[config.mk]
export PLATFORM = sky130hd
export DESIGN_NAME = mcsm_voice_step
export DESIGN_NICKNAME = d
export VERILOG_FILES = /design/src/hdl/mcsm_pkg.sv /design/src/hdl/mcsm_voice_step.sv
export SDC_FILE = /design/constraint.sdc
export NUM_CORES = 1
export LEC_CHECK = 0
export CAP_MARGIN = 20
export CORE_MARGIN = 5
export CORE_UTILIZATION = 60
export DETAILED_ROUTE_END_ITERATION = 6
export DONT_BUFFER_PORTS = 1
export GPL_ROUTABILITY_DRIVEN = 0
export PLACE_DENSITY = 0.82
export SLEW_MARGIN = 20
export SYNTH_ARGS = -nofsm -noshare
export SYNTH_HDL_FRONTEND = slang
export SYNTH_SLANG_ARGS = --single-unit
[constraint.sdc]
create_clock -name vclk -period 10.39
set_input_delay 2.078 -clock vclk [all_inputs]
set_output_delay 2.078 -clock vclk [all_outputs]
set_load 0.005 [all_outputs]
[src/hdl/mcsm_pkg.sv]
package mcsm_pkg;

  // Action codes carried in the input tuser.
  typedef enum logic [1:0] {
    ACT_TICK  = 2'd0,
    ACT_LOAD  = 2'd1,
    ACT_START = 2'd2,
    ACT_STOP  = 2'd3
  } act_e;

  typedef enum logic [1:0] {
    ST_IDLE,
    ST_RUN,
    ST_DONE
  } state_e;

  localparam int unsigned ADDR_W   = 12;
  localparam int unsigned LEN_W    = 13;
  localparam int unsigned SAMPLE_W = 8;
  localparam int unsigned VSEL_W   = 2;
  localparam int unsigned MASK_W   = 4;

  localparam logic [LEN_W-1:0] MAX_LEN = 13'd4096;
  localparam int SAT_MAX = 127;
  localparam int SAT_MIN = -127;

  // One entry of the voice table memory.
  typedef struct packed {
    logic [ADDR_W-1:0] base;
    logic [LEN_W-1:0]  length;
    logic [ADDR_W-1:0] position;
    logic              looping;
  } voice_entry_t;

  // Result of advancing one voice by one tick.
  typedef struct packed {
    voice_entry_t entry;
    logic         playing;
  } voice_upd_t;

endpackage

[src/hdl/mcsm_voice_step.sv]
module mcsm_voice_step #(
  parameter int unsigned AW = 12
) (
  input  mcsm_pkg::voice_entry_t entry_i,
  input  logic                   playing_i,
  output logic [AW-1:0]          rd_addr_o,
  output mcsm_pkg::voice_upd_t   upd_o
);
  import mcsm_pkg::*;

  localparam int unsigned XW = (AW > LEN_W) ? AW : LEN_W;

  logic [XW-1:0]    addr_sum;
  logic [LEN_W-1:0] pos_inc;

  // Playback address wraps at the memory depth, a power of two.
  assign addr_sum  = XW'(entry_i.base) + XW'(entry_i.position);
  assign rd_addr_o = addr_sum[AW-1:0];
  assign pos_inc   = LEN_W'(entry_i.position) + LEN_W'(1);

  always_comb begin
    upd_o         = '0;
    upd_o.entry   = entry_i;
    upd_o.playing = playing_i;
    if (playing_i) begin
      upd_o.entry.position = pos_inc[ADDR_W-1:0];
      if (pos_inc >= entry_i.length) begin
        if (entry_i.looping) begin
          upd_o.entry.position = ADDR_W'(pos_inc - entry_i.length);
        end else begin
          upd_o.playing = 1'b0;
        end
      end
    end
  end

endmodule

-- After elaboration in Yosys (flattened, before gate mapping)
Cells that the tools add are included.
Widths: inputs -> output; s select.
- output and inout port bits: 51
- register bits: 0
- bits of input ports: 39
- mux-type cells: 6
- $add $sub $neg: 3
- $lt $le $gt $ge: 1
- operators by type and width (cell ; number):
    $mux 12 ; 3
    $add 12x1->13 const B ; 1
    $ge 13x13->1 ; 1
    $add 12x12->12 ; 1
    $sub 12x12->12 ; 1
    $mux 1 ; 3

-- Longest topological paths before layout
Gate-level depths: netlist of run 1.
- depth in word-level cells: 5
- gate-level depth with buffers: 14

-- Worst setup path before layout of run 1
No wires, ideal clock.
- path type: input -> output
- start point: input entry_i[1] (netlist bit)
- end point: output upd_o[7] (netlist bit)
- data arrival time: 4.400 ns
- path buffers: 0
- required time: 8.312 ns
- slack: 3.912 ns
- stages on the path: 12
- path through: and3_1 > nand3_1 > nor2_1 > and4_1 > xnor2_1 > ha_1 > nand2_1 > o21ai_0 > nor2_1 > a21oi_4 > mux2_2 > a22o_1
- RTL lines (what ; line ; source):
    start: declaration ; mcsm_voice_step.sv:4 ; input mcsm_pkg::voice_entry_t entry_i,
    end: declaration ; mcsm_voice_step.sv:7 ; output mcsm_pkg::voice_upd_t upd_o

==> results of run 1 <==
power by group through the flow:
stage          sequential, mW  clock (mW)  combinational (mW)
6_report                    0           0              0.0910
3_5_place_dp                0           0              0.0899
3_3_place_gp                0           0              0.0883
4_1_cts                     0           0              0.0907
5_1_grt                     0           0               0.102
2_1_floorplan               0           0              0.0857
through the flow:
stage | utilization (%) | cell area [um^2]
floorplan | - | 1820
global placement | 54.9 | 1630
detailed placement | 54.9 | 1630
CTS | 54.9 | 1630
global route | 54.9 | 1630
finish | 54.9 | 1630
cell families (layout without fill, tap and decap cells):
| family | Yosys count | after routing | share of synthesized area (%) |
|---|---|---|---|
| xor+xnor | 25 | 25 | 12.0 |
| fa+ha+maj | 27 | 27 | 19.4 |
| simple gates | 70 | 70 | 20.1 |
| mux | 11 | 11 | 6.12 |
| buf+inv | 60 | 29 | 18.5 |
| compound gates | 65 | 65 | 23.8 |
placed cells by master (no fill, tap or decap), types with 5 or more instances in the layout:
| master | netlist | routed |
|---|---|---|
| inv_1 | 29 | 29 |
| ha_1 | 25 | 25 |
| nor2_1 | 21 | 21 |
| xnor2_1 | 16 | 16 |
| o21ai_0 | 16 | 16 |
| a21oi_1 | 15 | 15 |
| nand2_1 | 10 | 10 |
| mux2i_1 | 10 | 10 |
| xor2_1 | 9 | 9 |
| o21a_1 | 8 | 8 |
| nand3_1 | 7 | 7 |
| nor3_1 | 5 | 5 |
final cells by class:
class | count | area share (%)
Inverter | 29 | 6.66
Tap cell | 33 | 2.53
Multi-Input combinational cell | 198 | 90.8
worst max-delay path by stage:
stage                           from        to  slack [ns]
after floorplan           entry_i[1]  upd_o[7]        3.91
after global placement    entry_i[1]  upd_o[7]        3.54
after detailed placement  entry_i[1]  upd_o[7]        3.46
after CTS                 entry_i[1]  upd_o[7]        3.46
after global routing      entry_i[1]  upd_o[7]        3.28
final                     entry_i[1]  upd_o[7]        3.46
routing by layer:
metal / vias to the layer above / share of wire (%) / track usage (%)
met5: - / 0 / 0
met4: 0 / 1.0 / 1.55
met3: 4 / 5.4 / 2.25
met2: 60 / 49 / 33.6
met1: 717 / 45 / 24.5
li1: 824 / - / -
==> flow_summary.toml, run 1 <==
[layout]
finalNonFillerCells = 260
antenna_cells = 0
drive_gt1_share_pct = 4.41
clock_buffers = 0
syn2layout_area_growth_pct = -10.2
multi_input_area_mm2 = 0.00148
regArea_um2 = 0
fill_cells = 299
nNetsFinal = 295
seq_cell_count = 0

[timing]
whs_ns = 4.16
fin_crit_sh_pct = 66.7
setup_tns_ns = 0
worst_pin_slew_ns = 0.579
max_freq_mhz = 144
relSlewSlack_pct = 61.3
finalSetupViolCount = 0
rsz0062_at_grt = "no"
period_needed_ns = 6.93
slew_violations = 0
setup_ws_ns = 3.46
final-hold-violation-count = 0

[routing]
route.detailed.drc = 0
wirelength_mm = 4.06
via_count = 1605
vias_per_cell = 6.17
ant_nets = 0
drt-pass1-iter-count = 4
drt_iter0_drc = 67
wire_per_inst_um = 15.6

[logic_synthesis]
yosysTopAreaCell = "ha_1"
synth_fp_nets = 324
avgSynthCellArea_um2 = 7.06
syn_inst = 258
synth.area.top_cells = "ha_1 (17%), buf_4 (11%), xnor2_1 (7.7%)"
yosysMostFrequentCell = "inv_1"
yosysUniqueCellTypes = 53
synth.cell_area_mm2 = 0.00182
ys_seq_area_share_pct = 0
synth.top_cell.area_share_pct = 17.2
ys_warn_count = 0
ys_top_cells_by_count = "inv_1 (29), buf_4 (26), ha_1 (25), nor2_1 (21)"

[pwr]
leakagePower_nw = 0.736
p_total_uw = 91.0
combPwrFrac_pct = 100.0
p_switching_uw = 50.0
sw_frac_of_total_pct = 54.9
p_clk_share_pct = 0
internal_power_uw = 41.0
seq_power_share_pct = 0
powerDensity_mw_per_mm2 = 55.7
ir_worst_vdd_v = 0.0000272

[worst_setup_path]
slowest_delay_ns = 0.50
crit_chain = "ha_1 > nand4_1 > nor2_1 > and3_1 > xnor2_1 > ha_1 > nand2_1 > o21ai_0 > nor2_1 > a21oi_4 > mux2_2 > a22o_1"
cpMaxStageDelayCell = "a21oi_4"
cp.buffers_inverters = 0
cp-start-kind = "input port"
cp-end-kind = "output port"
worstPathArrival_ns = 4.86
worstSetupPathType = "input port to output port"
critical_path_required_ns = 8.31
crit_cells = 12
critical_path.top_delay_family = "compound AO/OA/AOI/OAI gates"
crit_fanout = 19

[run]
maxCapViolations = 0

[floorplan]
core_area_mm2 = 0.00298
rows = 20
initial_core_util_pct = 61.1
die_area_mm2 = 0.00424
die_h_um = 65.1
ios = 90
die_w_um = 65.1

[placement]
dp_hpwl_mm = 3.48
port_buffers = 0
place_inst = 260
dpl_worst_slack_ns = 3.46

[grt]
antenna_found_initial = 0
grt_pass1_vias = 1455
grt-ovfl-total = 0
grt_pass1_wl_mm = 6.61
grt_use_total_pct = 18.6
grt_max_degree = 27

[clock_tree]
cts_hold_buf = 0
post_cts_buffers = 0
cts_resized = 0

[hold_path]
hp-start = "entry_i[17]"
min_path_type = "input port to output port"
min_to = "upd_o[18]"
min_path_cells = 0

[run_status]
status = "complete, no violations"
(Power assumes the default switching activity.)
==> run 2, diff against run 1 <==
--- a/config.mk
+++ b/config.mk
@@ -11,7 +11,7 @@
 export DETAILED_ROUTE_END_ITERATION = 6
 export DONT_BUFFER_PORTS = 1
 export GPL_ROUTABILITY_DRIVEN = 0
-export PLACE_DENSITY = 0.82
+export PLACE_DENSITY = 0.85
 export SLEW_MARGIN = 20
 export SYNTH_ARGS = -nofsm -noshare
 export SYNTH_HDL_FRONTEND = slang
==> constraint.sdc (replaced) <==
create_clock -name vclk -period 6.15
set_input_delay 1.23 -clock vclk [all_inputs]
set_output_delay 1.23 -clock vclk [all_outputs]
set_load 0.005 [all_outputs]
==> flow_summary.toml, run 2 (synthesized netlist as in run 1, its figures left out) <==
[run_status]
status = "complete, no violations"

[floorplan]
ios = 90
die_area_mm2 = 0.00424
die_h_um = 65.1
core_area_mm2 = 0.00298
rows = 20
initial_core_util_pct = 61.1
die_w_um = 65.1

[routing]
wirelength_mm = 3.75
vias_per_cell = 6.12
via_count = 1591
route.detailed.drc = 0
ant_nets = 0
drt_iter0_drc = 35
wire_per_inst_um = 14.4
drt-pass1-iter-count = 4

[clock_tree]
cts_hold_buf = 0
post_cts_buffers = 0
cts_resized = 0

[timing]
worst_pin_slew_ns = 0.581
rsz0062_at_grt = "no"
setup_ws_ns = 0.886
max_freq_mhz = 190
finalSetupViolCount = 0
setup_tns_ns = 0
whs_ns = 2.46
final-hold-violation-count = 0
period_needed_ns = 5.26
slew_violations = 0
relSlewSlack_pct = 61.2
fin_crit_sh_pct = 85.6

[grt]
grt-ovfl-total = 0
grt_max_degree = 27
antenna_found_initial = 0
grt_pass1_wl_mm = 6.18
grt_pass1_vias = 1464
grt_use_total_pct = 17.1

[worst_setup_path]
worstPathArrival_ns = 4.03
cp-end-kind = "output port"
cp-start-kind = "input port"
crit_fanout = 19
worstSetupPathType = "input port to output port"
critical_path_required_ns = 4.92

[layout]
syn2layout_area_growth_pct = -10.2
seq_cell_count = 0
final_common_cell = "inv_1"
nNetsFinal = 295
finalNonFillerCells = 260
clock_buffers = 0
utilization_pct = 54.9
design_area_mm2 = 0.00163
regArea_um2 = 0
drive_gt1_share_pct = 4.41
antenna_cells = 0
fill_cells = 297
layout_common_cells = "inv_1 (29), ha_1 (25), nor2_1 (21), xnor2_1 (16), o21ai_0 (16)"

[run]
maxCapViolations = 0

[placement]
dpl_worst_slack_ns = 0.908
port_buffers = 0
dpl-instance-area_mm2 = 0.00163
dp_hpwl_mm = 3.21
place_inst = 260

[pwr]
ir_worst_vdd_v = 0.0000362
leakagePower_nw = 0.736
p_total_uw = 151
powerDensity_mw_per_mm2 = 92.6

[hold_path]
min_path_type = "input port to output port"
-- run 2: report_power, final --
part	switching [mW]	total, mW	internal [mW]	leakage, nW
Sequential	0	0	0	0
Clock	0	0	0	0
Combinational	0.0824	0.151	0.0690	0.736
-- run 2: critical path, stage by stage --
cell and delay (ns):
ha_1 0.21, nand4_1 0.18, nor2_1 0.14, and3_1 0.21
xnor2_1 0.09, ha_1 0.42, nand2_1 0.08, o21ai_0 0.23
nor2_1 0.11, a21oi_4 0.51, mux2_2 0.40, a22o_1 0.21
-- run 2: final cells by class --
type / instances / area, um^2 / area share (%)
Multi-Input combinational cell: 198 / 1480 / 90.8
Inverter: 29 / 109 / 6.66
Tap cell: 33 / 41.3 / 2.53
-- run 2: worst paths after layout --
| check | slack [ns] | depth (start not counted) | from | to |
|---|---|---|---|---|
| max | 0.89 | 12 | entry_i[1] | upd_o[7] |
| min | 2.46 | 0 | entry_i[17] | upd_o[18] |
-- run 2: metal layers --
layer | vias to the layer above | track usage [%] | routed length, um
li1 | 824 | - | -
met1 | 706 | 23.2 | 1710
met2 | 57 | 29.6 | 1760
met3 | 4 | 2.43 | 244
met5 | - | 0 | 0
met4 | 0 | 1.81 | 38
